[config.mk]
export PLATFORM = sky130hd
export DESIGN_NAME = date_string_validator_core
export DESIGN_NICKNAME = d
export VERILOG_FILES = /design/src/dsv_pkg.sv /design/src/dsv_parser.sv /design/src/dsv_check.sv /design/src/date_string_validator_core.sv
export SDC_FILE = /design/constraint.sdc
export NUM_CORES = 1
export LEC_CHECK = 0
export ABC_CLOCK_PERIOD_IN_PS = 3900
export BUFFER_PORTS_ARGS = -buffer_cell sky130_fd_sc_hd__buf_2
export CAP_MARGIN = 20
export CORE_MARGIN = 3
export CORE_UTILIZATION = 55
export CTS_CLUSTER_SIZE = 20
export DETAILED_ROUTE_END_ITERATION = 16
export HOLD_SLACK_MARGIN = 0.12
export PLACE_DENSITY_LB_ADDON = 0.1
export SYNTH_ARGS = -nofsm -noshare
export SYNTH_HDL_FRONTEND = slang
export SYNTH_SLANG_ARGS = --single-unit
[constraint.sdc]
create_clock -name clock -period 3.9 [get_ports clock]
set_input_delay 0.78 -clock clock [delete_from_list [all_inputs] [get_ports clock]]
set_output_delay 0.78 -clock clock [all_outputs]
set_load 0.02 [all_outputs]
[src/dsv_pkg.sv]
// ----------------------------------------------------------------------------
// dsv_pkg
// shared types and constants of the date string validator
// ----------------------------------------------------------------------------
`default_nettype none

package dsv_pkg;

   localparam int unsigned CharWidth  = 8;
   localparam int unsigned LenWidth   = 3;
   localparam int unsigned SmallWidth = 7;
   localparam int unsigned YearWidth  = 14;

   // character codes
   localparam logic [CharWidth-1:0] CHAR_NUL   = 8'd0;
   localparam logic [CharWidth-1:0] CHAR_SLASH = 8'd47;
   localparam logic [CharWidth-1:0] CHAR_PLUS  = 8'd43;
   localparam logic [CharWidth-1:0] CHAR_MINUS = 8'd45;
   localparam logic [CharWidth-1:0] CHAR_ZERO  = 8'd48;
   localparam logic [CharWidth-1:0] CHAR_NINE  = 8'd57;
   localparam logic [CharWidth-1:0] CHAR_SPACE = 8'd32;
   localparam logic [CharWidth-1:0] CHAR_TAB   = 8'd9;
   localparam logic [CharWidth-1:0] CHAR_CR    = 8'd13;

   // field length limits
   localparam logic [LenWidth-1:0] LEN_MAX       = 3'd7;
   localparam logic [LenWidth-1:0] LEN_SMALL_MAX = 3'd2;
   localparam logic [LenWidth-1:0] LEN_YEAR_MAX  = 3'd4;

   // year limits
   localparam logic [YearWidth-1:0] YEAR_SHORT_LIMIT = 14'd100;
   localparam logic [YearWidth-1:0] YEAR_BASE        = 14'd2000;
   localparam logic [YearWidth-1:0] YEAR_MIN         = 14'd1900;
   localparam logic [YearWidth-1:0] YEAR_MAX         = 14'd2101;
   localparam logic [YearWidth-1:0] YEAR_NOLEAP_A    = 14'd1900;
   localparam logic [YearWidth-1:0] YEAR_NOLEAP_B    = 14'd2100;

   typedef enum logic [1:0] {
      FLD_DAY,
      FLD_MONTH,
      FLD_YEAR
   } field_type;

   typedef enum logic [1:0] {
      PH_SKIP,
      PH_NUM,
      PH_DONE
   } phase_type;

   // parse state seen by the date check
   typedef struct packed {
      field_type               field;
      logic [LenWidth-1:0]     len;
      logic                    neg;
      logic                    ferr;
      logic [SmallWidth-1:0]   day;
      logic [SmallWidth-1:0]   month;
      logic [YearWidth-1:0]    year;
   } fields_type;

endpackage

`default_nettype wire

[src/dsv_parser.sv]
// ----------------------------------------------------------------------------
// dsv_parser
// per-character parse state update for day, month and year fields
// ----------------------------------------------------------------------------
`default_nettype none

module dsv_parser (
   input  wire logic                           clock,
   input  wire logic                           reset,
   input  wire logic                           step,
   input  wire logic [dsv_pkg::CharWidth-1:0]  char_val,
   output dsv_pkg::fields_type                 fields
);

   dsv_pkg::field_type                  field_ff, field_in;
   dsv_pkg::phase_type                  phase_ff, phase_in;
   logic [dsv_pkg::LenWidth-1:0]        len_ff, len_in;
   logic                                neg_ff, neg_in;
   logic                                ferr_ff, ferr_in;
   logic [dsv_pkg::SmallWidth-1:0]      day_ff, day_in;
   logic [dsv_pkg::SmallWidth-1:0]      month_ff, month_in;
   logic [dsv_pkg::YearWidth-1:0]       cur_ff, cur_in;

   logic                                is_digit;
   logic                                is_space;
   logic [dsv_pkg::YearWidth-1:0]       digit_val;
   logic [dsv_pkg::LenWidth-1:0]        max_len;
   logic [dsv_pkg::SmallWidth-1:0]      small_val;

   assign is_digit  = (char_val >= dsv_pkg::CHAR_ZERO) && (char_val <= dsv_pkg::CHAR_NINE);
   assign is_space  = (char_val == dsv_pkg::CHAR_SPACE) ||
                      ((char_val >= dsv_pkg::CHAR_TAB) && (char_val <= dsv_pkg::CHAR_CR));
   assign digit_val = {{(dsv_pkg::YearWidth-4){1'b0}}, char_val[3:0]};
   assign max_len   = (field_ff == dsv_pkg::FLD_YEAR) ? dsv_pkg::LEN_YEAR_MAX
                                                      : dsv_pkg::LEN_SMALL_MAX;
   assign small_val = neg_ff ? '0 : cur_ff[dsv_pkg::SmallWidth-1:0];

   always_comb begin
      field_in = field_ff;
      phase_in = phase_ff;
      len_in   = len_ff;
      neg_in   = neg_ff;
      ferr_in  = ferr_ff;
      day_in   = day_ff;
      month_in = month_ff;
      cur_in   = cur_ff;
      if (step) begin
         if (char_val == dsv_pkg::CHAR_NUL) begin
            // end of string, rearm
            field_in = dsv_pkg::FLD_DAY;
            phase_in = dsv_pkg::PH_SKIP;
            len_in   = '0;
            neg_in   = 1'b0;
            ferr_in  = 1'b0;
            day_in   = '0;
            month_in = '0;
            cur_in   = '0;
         end else if ((char_val == dsv_pkg::CHAR_SLASH) &&
                      (field_ff != dsv_pkg::FLD_YEAR)) begin
            // close day or month field
            if ((len_ff != 3'd1) && (len_ff != 3'd2)) begin
               ferr_in = 1'b1;
            end
            case (field_ff)
               dsv_pkg::FLD_DAY: begin
                  day_in   = small_val;
                  field_in = dsv_pkg::FLD_MONTH;
               end
               default: begin
                  month_in = small_val;
                  field_in = dsv_pkg::FLD_YEAR;
               end
            endcase
            phase_in = dsv_pkg::PH_SKIP;
            len_in   = '0;
            neg_in   = 1'b0;
            cur_in   = '0;
         end else begin
            if (len_ff < max_len) begin
               case (phase_ff)
                  dsv_pkg::PH_SKIP: begin
                     if (is_space) begin
                        phase_in = dsv_pkg::PH_SKIP;
                     end else if ((char_val == dsv_pkg::CHAR_PLUS) ||
                                  (char_val == dsv_pkg::CHAR_MINUS)) begin
                        neg_in   = (char_val == dsv_pkg::CHAR_MINUS);
                        phase_in = dsv_pkg::PH_NUM;
                     end else if (is_digit) begin
                        cur_in   = digit_val;
                        phase_in = dsv_pkg::PH_NUM;
                     end else begin
                        phase_in = dsv_pkg::PH_DONE;
                     end
                  end
                  dsv_pkg::PH_NUM: begin
                     if (is_digit) begin
                        cur_in = (cur_ff << 3) + (cur_ff << 1) + digit_val;
                     end else begin
                        phase_in = dsv_pkg::PH_DONE;
                     end
                  end
                  default: begin
                     phase_in = phase_ff;
                  end
               endcase
            end
            if (len_ff != dsv_pkg::LEN_MAX) begin
               len_in = len_ff + 3'd1;
            end
         end
      end
   end

   always_ff @(posedge clock) begin
      if (reset) begin
         field_ff <= dsv_pkg::FLD_DAY;
         phase_ff <= dsv_pkg::PH_SKIP;
         len_ff   <= '0;
         neg_ff   <= 1'b0;
         ferr_ff  <= 1'b0;
         day_ff   <= '0;
         month_ff <= '0;
         cur_ff   <= '0;
      end else begin
         field_ff <= field_in;
         phase_ff <= phase_in;
         len_ff   <= len_in;
         neg_ff   <= neg_in;
         ferr_ff  <= ferr_in;
         day_ff   <= day_in;
         month_ff <= month_in;
         cur_ff   <= cur_in;
      end
   end

   // the year value equals the running value while in the year field
   assign fields.field = field_ff;
   assign fields.len   = len_ff;
   assign fields.neg   = neg_ff;
   assign fields.ferr  = ferr_ff;
   assign fields.day   = day_ff;
   assign fields.month = month_ff;
   assign fields.year  = cur_ff;

endmodule

`default_nettype wire

[src/dsv_check.sv]
// ----------------------------------------------------------------------------
// dsv_check
// calendar check of the parsed day, month and year
// ----------------------------------------------------------------------------
`default_nettype none

module dsv_check (
   input  wire dsv_pkg::fields_type  fields,
   output logic                      date_ok
);

   logic [dsv_pkg::YearWidth-1:0]  year_adj;
   logic                           leap;
   logic [4:0]                     day_lim;

   always_comb begin
      year_adj = fields.year;
      if (fields.year < dsv_pkg::YEAR_SHORT_LIMIT) begin
         year_adj = fields.year + dsv_pkg::YEAR_BASE;
      end
      // only years in 1900..2101 reach here when it matters
      leap = (year_adj[1:0] == 2'd0) && (year_adj != dsv_pkg::YEAR_NOLEAP_A) &&
             (year_adj != dsv_pkg::YEAR_NOLEAP_B);
      case (fields.month)
         7'd2:                         day_lim = leap ? 5'd29 : 5'd28;
         7'd4, 7'd6, 7'd9, 7'd11:      day_lim = 5'd30;
         default:                      day_lim = 5'd31;
      endcase

      date_ok = 1'b1;
      if (fields.ferr || (fields.field != dsv_pkg::FLD_YEAR)) begin
         date_ok = 1'b0;
      end
      if ((fields.len != dsv_pkg::LEN_SMALL_MAX) && (fields.len != dsv_pkg::LEN_YEAR_MAX)) begin
         date_ok = 1'b0;
      end
      if (fields.neg && (fields.year != '0)) begin
         date_ok = 1'b0;
      end
      if ((year_adj < dsv_pkg::YEAR_MIN) || (year_adj > dsv_pkg::YEAR_MAX)) begin
         date_ok = 1'b0;
      end
      if ((fields.month < 7'd1) || (fields.month > 7'd12)) begin
         date_ok = 1'b0;
      end
      if ((fields.day < 7'd1) || (fields.day > {2'b00, day_lim})) begin
         date_ok = 1'b0;
      end
   end

endmodule

`default_nettype wire

[src/date_string_validator_core.sv]
// ----------------------------------------------------------------------------
// date_string_validator_core
// checks a d/m/y date string fed one character per item
// ----------------------------------------------------------------------------
//  channel   ports                                   direction
//  req       req_valid, req_stall, req_character     in  (one character)
//  rsp       rsp_valid, rsp_stall, rsp_date_valid    out (one per NUL)
//
//  one character per cycle unless req_stall; the NUL verdict is registered
//  characters pass an input register, then the registered parse update
//  the output register holds a result under stall; other characters keep flowing
//  only a NUL waiting on a full output register stalls the input side
//  synchronous active-high reset returns the parser to the day field
// ----------------------------------------------------------------------------
`default_nettype none

module date_string_validator_core (
   input  wire logic                           clock,
   input  wire logic                           reset,
   input  wire logic                           req_valid,
   output logic                                req_stall,
   input  wire logic [dsv_pkg::CharWidth-1:0]  req_character,
   output logic                                rsp_valid,
   input  wire logic                           rsp_stall,
   output logic                                rsp_date_valid
);

   // input register
   logic                              in_valid_ff, in_valid_in;
   logic [dsv_pkg::CharWidth-1:0]     char_ff, char_in;

   // result register
   logic                              out_valid_ff, out_valid_in;
   logic                              out_date_ff, out_date_in;

   logic                              is_nul;
   logic                              out_free;
   logic                              step;
   logic                              date_ok;
   dsv_pkg::fields_type               fields;

   assign is_nul    = (char_ff == dsv_pkg::CHAR_NUL);
   assign out_free  = !out_valid_ff || !rsp_stall;
   // non-NUL characters never need the result register
   assign step      = in_valid_ff && (!is_nul || out_free);
   assign req_stall = in_valid_ff && !step;

   always_comb begin
      in_valid_in = in_valid_ff;
      char_in     = char_ff;
      if (!req_stall) begin
         in_valid_in = req_valid;
         char_in     = req_character;
      end
   end

   always_comb begin
      out_valid_in = out_valid_ff;
      out_date_in  = out_date_ff;
      if (step && is_nul) begin
         out_valid_in = 1'b1;
         out_date_in  = date_ok;
      end else if (!rsp_stall) begin
         out_valid_in = 1'b0;
      end
   end

   always_ff @(posedge clock) begin
      if (reset) begin
         in_valid_ff  <= 1'b0;
         out_valid_ff <= 1'b0;
      end else begin
         in_valid_ff  <= in_valid_in;
         out_valid_ff <= out_valid_in;
      end
      char_ff     <= char_in;
      out_date_ff <= out_date_in;
   end

   dsv_parser u_parser (
      .clock    (clock),
      .reset    (reset),
      .step     (step),
      .char_val (char_ff),
      .fields   (fields)
   );

   // check reads the state before the NUL clears it
   dsv_check u_check (
      .fields  (fields),
      .date_ok (date_ok)
   );

   assign rsp_valid      = out_valid_ff;
   assign rsp_date_valid = out_date_ff;

`ifndef ASSERT_OFF
   // input side only stalls on a NUL blocked by a held result
   a_stall_only_nul: assert property (@(posedge clock) disable iff (reset)
      req_stall |-> (in_valid_ff && is_nul && out_valid_ff && rsp_stall))
      else $error("input stalled without a blocked NUL");

   // a NUL rearms the parser
   a_nul_rearms: assert property (@(posedge clock) disable iff (reset)
      (step && is_nul) |=> (fields.field == dsv_pkg::FLD_DAY) && (fields.len == '0)
                           && !fields.ferr)
      else $error("parser not rearmed after NUL");

   // first slash moves to the month field
   a_slash_month: assert property (@(posedge clock) disable iff (reset)
      (step && (char_ff == dsv_pkg::CHAR_SLASH) && (fields.field == dsv_pkg::FLD_DAY))
      |=> (fields.field == dsv_pkg::FLD_MONTH))
      else $error("slash did not close day field");
`endif

endmodule

`default_nettype wire

# Yosys cells after proc, flatten, opt, wreduce, memory -nomap -nowiden
# Cells that the tools add are included.
# classes
n_addsub	4
magnitude_cmp	12
eq_ne	26
muxes	45
reduce_logical	46
# ops
cell	count
two-way mux 14 bit	8
two-way mux 7 bit	7
equality test 8 x 6 -> 1 bit (second input constant)	4
case mux 14 bit (2 select lines)	1
two-way mux 2 bit	10
adder 14 x 11 -> 14 bit (second input constant)	1
adder 14 bit	1
adder 14 x 4 -> 14 bit	1
equality test 7 x 3 -> 1 bit (second input constant)	2
equality test 7 x 4 -> 1 bit (second input constant)	2
> comparator 14 x 12 -> 1 bit (second input constant)	1
< comparator 14 x 11 -> 1 bit (second input constant)	1
< comparator 14 x 7 -> 1 bit (second input constant)	1
< comparator 7 x 1 -> 1 bit (second input constant)	2
!= test 14 x 11 -> 1 bit (second input constant)	1
!= test 14 x 12 -> 1 bit (second input constant)	1
nonzero test 14 bit	1
two-way mux 1 bit	13
two-way mux 3 bit	4
nonzero test 3 bit	4
logical AND 1 bit	11
case mux 5 bit (2 select lines)	1
!= test 3 bit (second input constant)	3
AND reduction 3 bit	3
31 further kinds	49
# totals
regBits	48
elab_cells	145

# Logic depth before layout (Yosys ltp)
# Gate-level depths: netlist (run 1).
# depth
word_depth	10
mapped_depth	14

# By module
# Synthesis (run 1) repeated with hierarchy kept, for this count alone.
# unflattened
hier_cells	395
hier_area_um2	3372.0
# modules_own_cells
mod	n_inst	cells_per_inst	area_each_um2	seq_area_each_um2
dsv_parser	1	285	2431.1	740.7
dsv_check	1	84	536.8	0.0
date_string_validator_core	1	26	404.1	310.3

# Least setup slack after synthesis (run 1)
# No wires, ideal clock.
# synth_path
path_type	reg2reg
from	register u_parser.cur_ff[4] (netlist name)
to	register out_date_ff (netlist: rsp_date_valid) (data pin)
t_arrival_ns	2.556
t_required_ns	3.630
setup_slack_ns	1.074
path_stages_with_launch	15
n_path_buf	1
period_less_slack_ns	2.826
path_cell_list	dfxtp_1 clkbuf_1 inv_1 ha_1 o21ai_0 nand2_1 mux2_4 a2111oi_4 a31o_1 a31oi_1 ha_1 a21oi_1 o21ai_0 nand4_1 a221oi_2
# synth_via
elab_chain_cells	10
# synth_lines
item	line	text
from (decl)	dsv_parser.sv:22	logic [dsv_pkg::YearWidth-1:0] cur_ff, cur_in;
from (signal assigned)	dsv_parser.sv:132	cur_ff <= cur_in;
adder 14 x 11 -> 14 bit or < comparator 14 x 7 -> 1 bit (tied branches)	dsv_check.sv:19, dsv_check.sv:18	
two-way mux 14 bit	dsv_check.sv:18	if (fields.year < dsv_pkg::YEAR_SHORT_LIMIT) begin
!= test 14 x 11 -> 1 bit or zero test 2 bit (tied branches)	dsv_check.sv:22	leap = (year_adj[1:0] == 2'd0) && (year_adj != dsv_pkg::YEAR_NOLEAP_A) &&
logical AND 1 bit (2 in a row)	dsv_check.sv:22	
two-way mux 1 bit	dsv_check.sv:25	7'd2: day_lim = leap ? 5'd29 : 5'd28;
case mux 5 bit (2 select lines)	dsv_check.sv:24	case (fields.month)
> comparator 7 x 5 -> 1 bit	dsv_check.sv:46	if ((fields.day < 7'd1) || (fields.day > {2'b00, day_lim})) begin
logical OR 1 bit	dsv_check.sv:46	
OR reduction 5 bit (no source line) (*)	--	
to (signal assigned)	date_string_validator_core.sv:77	out_date_ff <= out_date_in;
to (decl)	date_string_validator_core.sv:34	logic out_date_ff, out_date_in;
# Mark *: on every way between the ends. The rest lies on a longest branch, timed or not.
# A chain may end at the register's enable or synchronous reset.

# Final worst setup path (run 1)
# layout_path
from	register char_ff[1] (netlist name)
to	output req_stall
# layout_via
elab_chain_cells	6
# layout_lines
item	line	text
from (decl)	date_string_validator_core.sv:30	logic [dsv_pkg::CharWidth-1:0] char_ff, char_in;
from (signal assigned)	date_string_validator_core.sv:76	char_ff <= char_in;
zero test 8 bit	date_string_validator_core.sv:42	assign is_nul = (char_ff == dsv_pkg::CHAR_NUL);
zero test 1 bit	date_string_validator_core.sv:45	assign step = in_valid_ff && (!is_nul || out_free);
logical OR 1 bit	date_string_validator_core.sv:45	
logical AND 1 bit	date_string_validator_core.sv:45	
zero test 1 bit	date_string_validator_core.sv:46	assign req_stall = in_valid_ff && !step;
logical AND 1 bit	date_string_validator_core.sv:46	
to (decl)	date_string_validator_core.sv:21	output logic req_stall,
# No other way between the ends.

==> impl_metrics.ini, run 1 <==
[placement]
dp_hpwl_um = 5510
place_inst = 453
gp_congestion = 0.848
post_dp_cell_area_um2 = 3460
numPortBuffers = 14

[power_and_ir_drop]
power_frac_seq_pct = 60.2
switchingPower_mw = 0.209
internal_power_mw = 0.664
p_total_mw = 0.873
pwr-share-comb_pct = 6.9
swShare_pct = 24.0
ir_drop_mv = 0.195
p_leak_nw = 1.47
p_clk_share_pct = 32.8
power.density_nw_per_um2 = 246

[sta]
slew_viol_final = 0
max_freq_mhz = 321
slew-limit-headroom_pct = 56.2
worst_slew_pin_slew_ns = 0.655
skew_ns = 0.00636
rsz0062_at_grt = false
fin_crit_sh_pct = 79.8
setup_viol = 0
finalSetupTns_ns = 0
hold_viol = 0
layout_min_cycle_time_ns = 3.11

[route]
dr.first_iter.drc_count = 227
ant_nets = 0
wl_met2_um = 3490
via_count = 2827
top_layer_used = met4
avgViaCountPerCell = 6.13
drt-total-wl_um = 7140
route.met3.wl_um = 311
met1_length_um = 3250
dr.pass1.iters = 4
drc = 0
wl_per_cell_um = 15.5

[status]
status = finished, final reports clean

[clock_network]
cts_buffers = 5
clock_sinks = 48
htree_levels = 2
clk_latency_ns = 0.30
cts_root_buf = clkbuf_8
hold_buffers = 0
cts.reportedPaths.clkPinSlew_ns = 0.09
postCtsSetupBuffers = 0
cts_tree = done
clk_path_buf_depth = 2
cts_resized = 0

[logic_synthesis]
synth_edf_count = 9
syn_area_um2 = 3360
syn-instance-count = 381
ys_warn_count = 0
synth_seq_area_share_pct = 31.3
avgSynthCellArea_um2 = 8.81
synth_nets = 428
async_flop_share_pct = 0
ys_types = 68
synth-seq-cells = 48
ys.flop_type = dfxtp_1

[critical_path]
crit_arrival_ns = 2.33
rrSetupSlack_ns = 0.85
crit_fanout = 12
reg2reg_from = u_parser.cur_ff[4]$_SDFFE_PP0P_
end_kind = output port
rr_worst_depth = 13
critPathRequiredTime_ns = 3.12
critical_path_class = reg2out
worst_r2r_endpoint = rsp_date_valid$_SDFFCE_PP0P_
startpoint_type = flop

[hold_path]
worstHoldPathCells = 2
hold_class = reg2reg
worstHoldEndpoint = u_parser.day_ff[6]$_SDFFE_PP0P_
hold_start = u_parser.day_ff[6]$_SDFFE_PP0P_

[global_route]
grt_pass1_wl_um = 12600
grt_max_degree = 34
antenna_found_initial = 0
first_global_vias = 2738
overflow = 0
grt_usage_pct = 21.4

[cells_and_area]
drive_gt1_share_pct = 10.5
num-fill-cells = 515
instances_no_fill = 461
final_nets = 435
regArea_um2 = 1050
synthToLayoutAreaGrowth_pct = 5.70
multiInputGateArea_um2 = 2200
design_area_um2 = 3550
antenna-diode-count = 0

[floorplan]
initial_core_util_pct = 58.8
core_region_area_um2 = 5710
die_h_um = 84.1
pin_count = 15
dieArea_um2 = 7080
rows = 27
die_w_um = 84.1

[run]
cap_violations = 0
stage by stage:
stage,util (%),worst slack [ns],hold WS [ns]
final,62.2,0.788,0.468
after floorplan,-,1.07,0.428
after detailed placement,60.7,0.911,0.456
after CTS,62.2,0.742,0.470
after global placement,60.7,1.03,0.442
after global routing,62.2,0.535,0.496
cells by family (layout without fill, tap and decap cells):
family | after synthesis | in the layout | share of synthesized area (%)
AND/OR/NAND/NOR | 138 | 138 | 22.4
buffers and inverters | 27 | 35 | 3.17
XOR/XNOR | 14 | 14 | 3.65
adder cells (fa/ha/maj) | 35 | 35 | 13.5
AO/OA/AOI/OAI | 114 | 114 | 24.3
multiplexers | 5 | 5 | 1.71
flip-flops | 48 | 48 | 31.3
synthesized netlist by cell type (all sizes together) (5+ instances only):
master	n	share of area [%]
dfxtp	39	23
a21oi	37	5.5
nor2	37	4.1
ha	33	12
nand2	30	3.4
nand3	24	3.9
o21ai	17	2.6
inv	12	1.3
clkbuf	11	1.2
a22oi	9	2.0
edfxtp	9	8.0
nor3	9	1.7
nor4	9	2.6
xnor2	9	2.3
o21a	6	1.3
a21o	5	1.1
a31oi	5	1.4
xor2	5	1.3
final cells by class:
class                      instances  area share (%)
clock buffer                       6            2.04
sequential                        48            29.6
tap                               72            2.54
multi-input combinational        306            62.0
clock inverter                     2           0.352
timing repair buffer              15            2.19
inverter                          12            1.27
how the worst max path moves through the flow:
| stage | from | endpoint | depth (start not counted) |
|---|---|---|---|
| final | char_ff[1]$_DFFE_PN_ | req_stall | 5 |
| after global placement | u_parser.cur_ff[4]$_SDFFE_PP0P_ | rsp_date_valid$_SDFFCE_PP0P_ | 11 |
| after floorplan | u_parser.cur_ff[4]$_SDFFE_PP0P_ | rsp_date_valid$_SDFFCE_PP0P_ | 14 |
| after CTS | char_ff[1]$_DFFE_PN_ | req_stall | 5 |
| after global routing | char_ff[1]$_DFFE_PN_ | req_stall | 5 |
| after detailed placement | u_parser.cur_ff[4]$_SDFFE_PP0P_ | rsp_date_valid$_SDFFCE_PP0P_ | 13 |
critical path, cell delays in order, from the launching register on:
cell and delay [ns]:
edfxtp_1 0.57, nor3_1 0.34, and3_1 0.37, nand4_1 0.44, inv_1 0.14, buf_2 0.17
registers in the layout (all words and copies together), names as in the netlist:
| signal | count |
|---|---|
| rsp_date_valid | 1 |
| u_parser.day_ff | 7 |
| rsp_valid | 1 |
| u_parser.len_ff | 3 |
| u_parser.field_ff | 2 |
| u_parser.cur_ff | 14 |
| u_parser.phase_ff | 2 |
| u_parser.month_ff | 7 |
| in_valid_ff | 1 |
| char_ff | 8 |
| u_parser.ferr_ff | 1 |
| u_parser.neg_ff | 1 |
cell usage in the layout, fill, tap and decap left out, types with 7 or more instances in the layout:
cell type   n
a21oi_1    37
a22oi_1     9
buf_2      14
dfxtp_1    39
edfxtp_1    9
ha_1       33
inv_1      11
nand2_1    30
nand3_1    23
nor2_1     37
nor3_1      8
nor4_1      7
o21ai_0    12
xnor2_1     9
layer usage:
layer	global-route usage [%]	vias up
li1	-	1443
met1	27.8	1313
met2	37.2	63
met3	3.04	8
met4	5.85	0
met5	0	-
power groups by stage:
| stage | Combinational, mW | Clock (mW) | Sequential (mW) |
|---|---|---|---|
| after global routing | 0.0684 | 0.319 | 0.528 |
| after floorplan | 0.0479 | 0 | 0.531 |
| after detailed placement | 0.0605 | 0 | 0.537 |
| after global placement | 0.0590 | 0 | 0.537 |
| after CTS | 0.0608 | 0.302 | 0.526 |
| final | 0.0603 | 0.287 | 0.526 |
Power figures use the tool's default switching activity.
==> run 2: changes to the inputs <==
- ABC_AREA: unset -> 1
- ABC_CLOCK_PERIOD_IN_PS: 3900 -> 2900
- clock period: 3.9 -> 2.9 ns (I/O delays scaled with it)
==> impl_metrics.ini, run 2 <==
[status]
status = finished, final reports clean

[logic_synthesis]
yosys.area.top_type = dfxtp_1
ys.flop_type = dfxtp_1
yosys-top-cells-area = dfxtp_1 (22%), ha_1 (12%), nand2_1 (10%)
synth_edf_count = 9
yosys.area_share.adder_pct = 12.8
syn_area_um2 = 3550
syn-instance-count = 503
async_flop_share_pct = 0
synth_compound_area_share_pct = 14.7
synth-simple-area-share_pct = 30.5
avgSynthCellArea_um2 = 7.05
synth_seq_area_share_pct = 29.6
ys_top_cells_by_count = nand2_1 (98), inv_1 (74), nor2_1 (54), a21oi_1 (52), nand3_1 (40)
ys_warn_count = 0
synth.area.mux_share_pct = 0
synth_xor_area_share_pct = 2.22
synth-seq-cells = 48
synth.most_common_cell = nand2_1
ys_types = 41
synth_top_area_share_pct = 22.0
synth_top_family_by_area = simple AND/OR/NAND/NOR gates
synth_nets = 550

[critical_path]
critical_path_class = reg2reg
worst_r2r_endpoint = rsp_date_valid$_SDFFCE_PP0P_
rr_worst_depth = 19
crit_chain = buf_4 -> ha_1 -> inv_1 -> nand2_1 -> nand2_2 -> nand2_1 -> nand2_1 -> nand2_1 -> nor2_2 -> nand4_1 -> nand2_1 -> o21bai_1 -> ha_1 -> a21oi_1 -> o2111ai_1 -> nand4_1 -> nor2_1 -> nand2_1 -> nor2_1
end_kind = flop
rrSetupSlack_ns = 0.21
reg2reg_from = u_parser.cur_ff[4]$_SDFFE_PP0P_
cpMostUsedCell = nand2_1
slowest_delay_ns = 0.32
path_buf_inv = 2
slowest_stage = dfxtp_1
critPathRequiredTime_ns = 2.97
critical-path-top-delay-family = simple AND/OR/NAND/NOR gates
crit_arrival_ns = 2.75
startpoint_type = flop
crit_fanout = 6

[global_route]
grtUsageMet2_pct = 33.4
grt-busiest-layer = met2
grt_max_degree = 23
grt_use_met1_pct = 30.3
overflow = 0
grt_use_met3_pct = 2.85
grt_pass1_wl_um = 13000
first_global_vias = 2904
antenna_found_initial = 0
grt_usage_pct = 21.2

[cells_and_area]
layout_commonest_cell = nand2_1
num-fill-cells = 598
drive_gt1_share_pct = 9.42
largest_reg_flops = 14
antenna-diode-count = 0
top_register = u_parser.cur_ff
synthToLayoutAreaGrowth_pct = 6.53
final_cell_mix = nand2_1 (97), inv_1 (74), nor2_1 (52), a21oi_1 (52), nand3_1 (40)
final_nets = 566
reg.largest.list = u_parser.cur_ff x14, char_ff x8

[sta]
finalSetupTns_ns = 0
slew-limit-headroom_pct = 42.6
layout_min_cycle_time_ns = 2.69
worst_slew_pin_slew_ns = 0.859
slew_viol_final = 0
fin_crit_sh_pct = 92.6
hold_viol = 0
max_freq_mhz = 372
skew_ns = 0.0105
holdWs_ns = 0.442
setup_viol = 0

[clock_network]
cts_buffers = 5
hold_buffers = 0
cts.reportedPaths.clkPinSlew_ns = 0.10
clock_sinks = 48
clk_latency_ns = 0.30
cts_tree = done
clk_path_buf_depth = 2
htree_levels = 2
cts_root_buf = clkbuf_8

[route]
avgViaCountPerCell = 5.50
wl_per_cell_um = 13.0
dr.pass1.iters = 5
via_count = 3273
drt-total-wl_um = 7710
ant_nets = 0
dr.first_iter.drc_count = 191
drc = 0

[floorplan]
initial_core_util_pct = 58.2
die_h_um = 86.3
core_region_area_um2 = 6100
dieArea_um2 = 7450
pin_count = 15
die_w_um = 86.3
rows = 28

[power_and_ir_drop]
ir_drop_mv = 0.232
p_leak_nw = 1.80
power.density_nw_per_um2 = 328
p_total_mw = 1.24

[placement]
numPortBuffers = 14
gp_congestion = 0.905
dp_hpwl_um = 5940

[hold_path]
hold_class = in2reg
worstHoldPathCells = 1
worstHoldEndpoint = char_ff[1]$_DFFE_PN_
hold_start = req_character[1]

[run]
cap_violations = 0
run 2: what timing repair did:
item / 4_1_cts / 5_1_grt
setup buffers: 0 / 0
setup endpoints to repair: 0 / 1
hold endpoints to repair: 0 / 0
resized for setup: 0 / 4
run 2: cell families (layout without fill, tap and decap cells):
logic type / after synthesis / after routing
AO/OA/AOI/OAI: 94 / 94
AND/OR/NAND/NOR: 231 / 231
flip-flops: 48 / 48
buffers and inverters: 86 / 103
XOR/XNOR: 9 / 9
adder cells (fa/ha/maj): 35 / 35
run 2: final cells by class:
class                           instances  area (um^2)  area share [%]
Multi-Input combinational cell        369         2140            56.7
Tap cell                               75         93.8            2.48
Sequential cell                        48         1050            27.8
Inverter                               77          294            7.78
Clock buffer                            6         82.6            2.19
Clock inverter                          2         13.8           0.364
Timing Repair Buffer                   18          100            2.65
run 2: stage by stage:
step	setup WS [ns]	std cells	utilization, %	cell area, um^2
after floorplan	0.382	503	-	3550
after global placement	0.325	587	60.3	3670
after detailed placement	0.201	587	60.3	3670
after CTS	0.175	595	61.8	3770
after global routing	-0.0254	595	62.0	3780
final	0.214	595	62.0	3780
run 2: how the worst max path moves through the flow:
| stage | start | endpoint | slack (ns) | cells after the start |
|---|---|---|---|---|
| floorplan | u_parser.cur_ff[4]$_SDFFE_PP0P_ | rsp_date_valid$_SDFFCE_PP0P_ | 0.38 | 19 |
| global placement | u_parser.cur_ff[12]$_SDFFE_PP0P_ | rsp_date_valid$_SDFFCE_PP0P_ | 0.32 | 17 |
| detailed placement | u_parser.cur_ff[12]$_SDFFE_PP0P_ | rsp_date_valid$_SDFFCE_PP0P_ | 0.20 | 17 |
| CTS | u_parser.cur_ff[12]$_SDFFE_PP0P_ | rsp_date_valid$_SDFFCE_PP0P_ | 0.18 | 17 |
| global route | u_parser.cur_ff[4]$_SDFFE_PP0P_ | rsp_date_valid$_SDFFCE_PP0P_ | -0.03 | 19 |
| finish | u_parser.cur_ff[4]$_SDFFE_PP0P_ | rsp_date_valid$_SDFFCE_PP0P_ | 0.21 | 19 |
run 2: worst register-to-register path, stage by stage, from the launching register on:
cell and delay, ns:
dfxtp_1 0.32, buf_4 0.15, ha_1 0.20, inv_1 0.09, nand2_1 0.10, nand2_2 0.12
nand2_1 0.11, nand2_1 0.09, nand2_1 0.09, nor2_2 0.13, nand4_1 0.09, nand2_1 0.07
o21bai_1 0.08, ha_1 0.29, a21oi_1 0.16, o2111ai_1 0.11, nand4_1 0.11, nor2_1 0.04
nand2_1 0.06, nor2_1 0.04
run 2: power breakdown:
part | total, mW | internal, mW | leakage [nW] | switching (mW)
Combinational | 0.100 | 0.0363 | 1.35 | 0.0641
Clock | 0.436 | 0.194 | 0.0477 | 0.242
Sequential | 0.703 | 0.690 | 0.407 | 0.0129
run 2: routing by layer:
| metal | routed length, um | share of wire (%) |
|---|---|---|
| met5 | 0 | 0 |
| met4 | 133 | 1.7 |
| met3 | 239 | 3.1 |
| met2 | 3340 | 43 |
| met1 | 4000 | 52 |
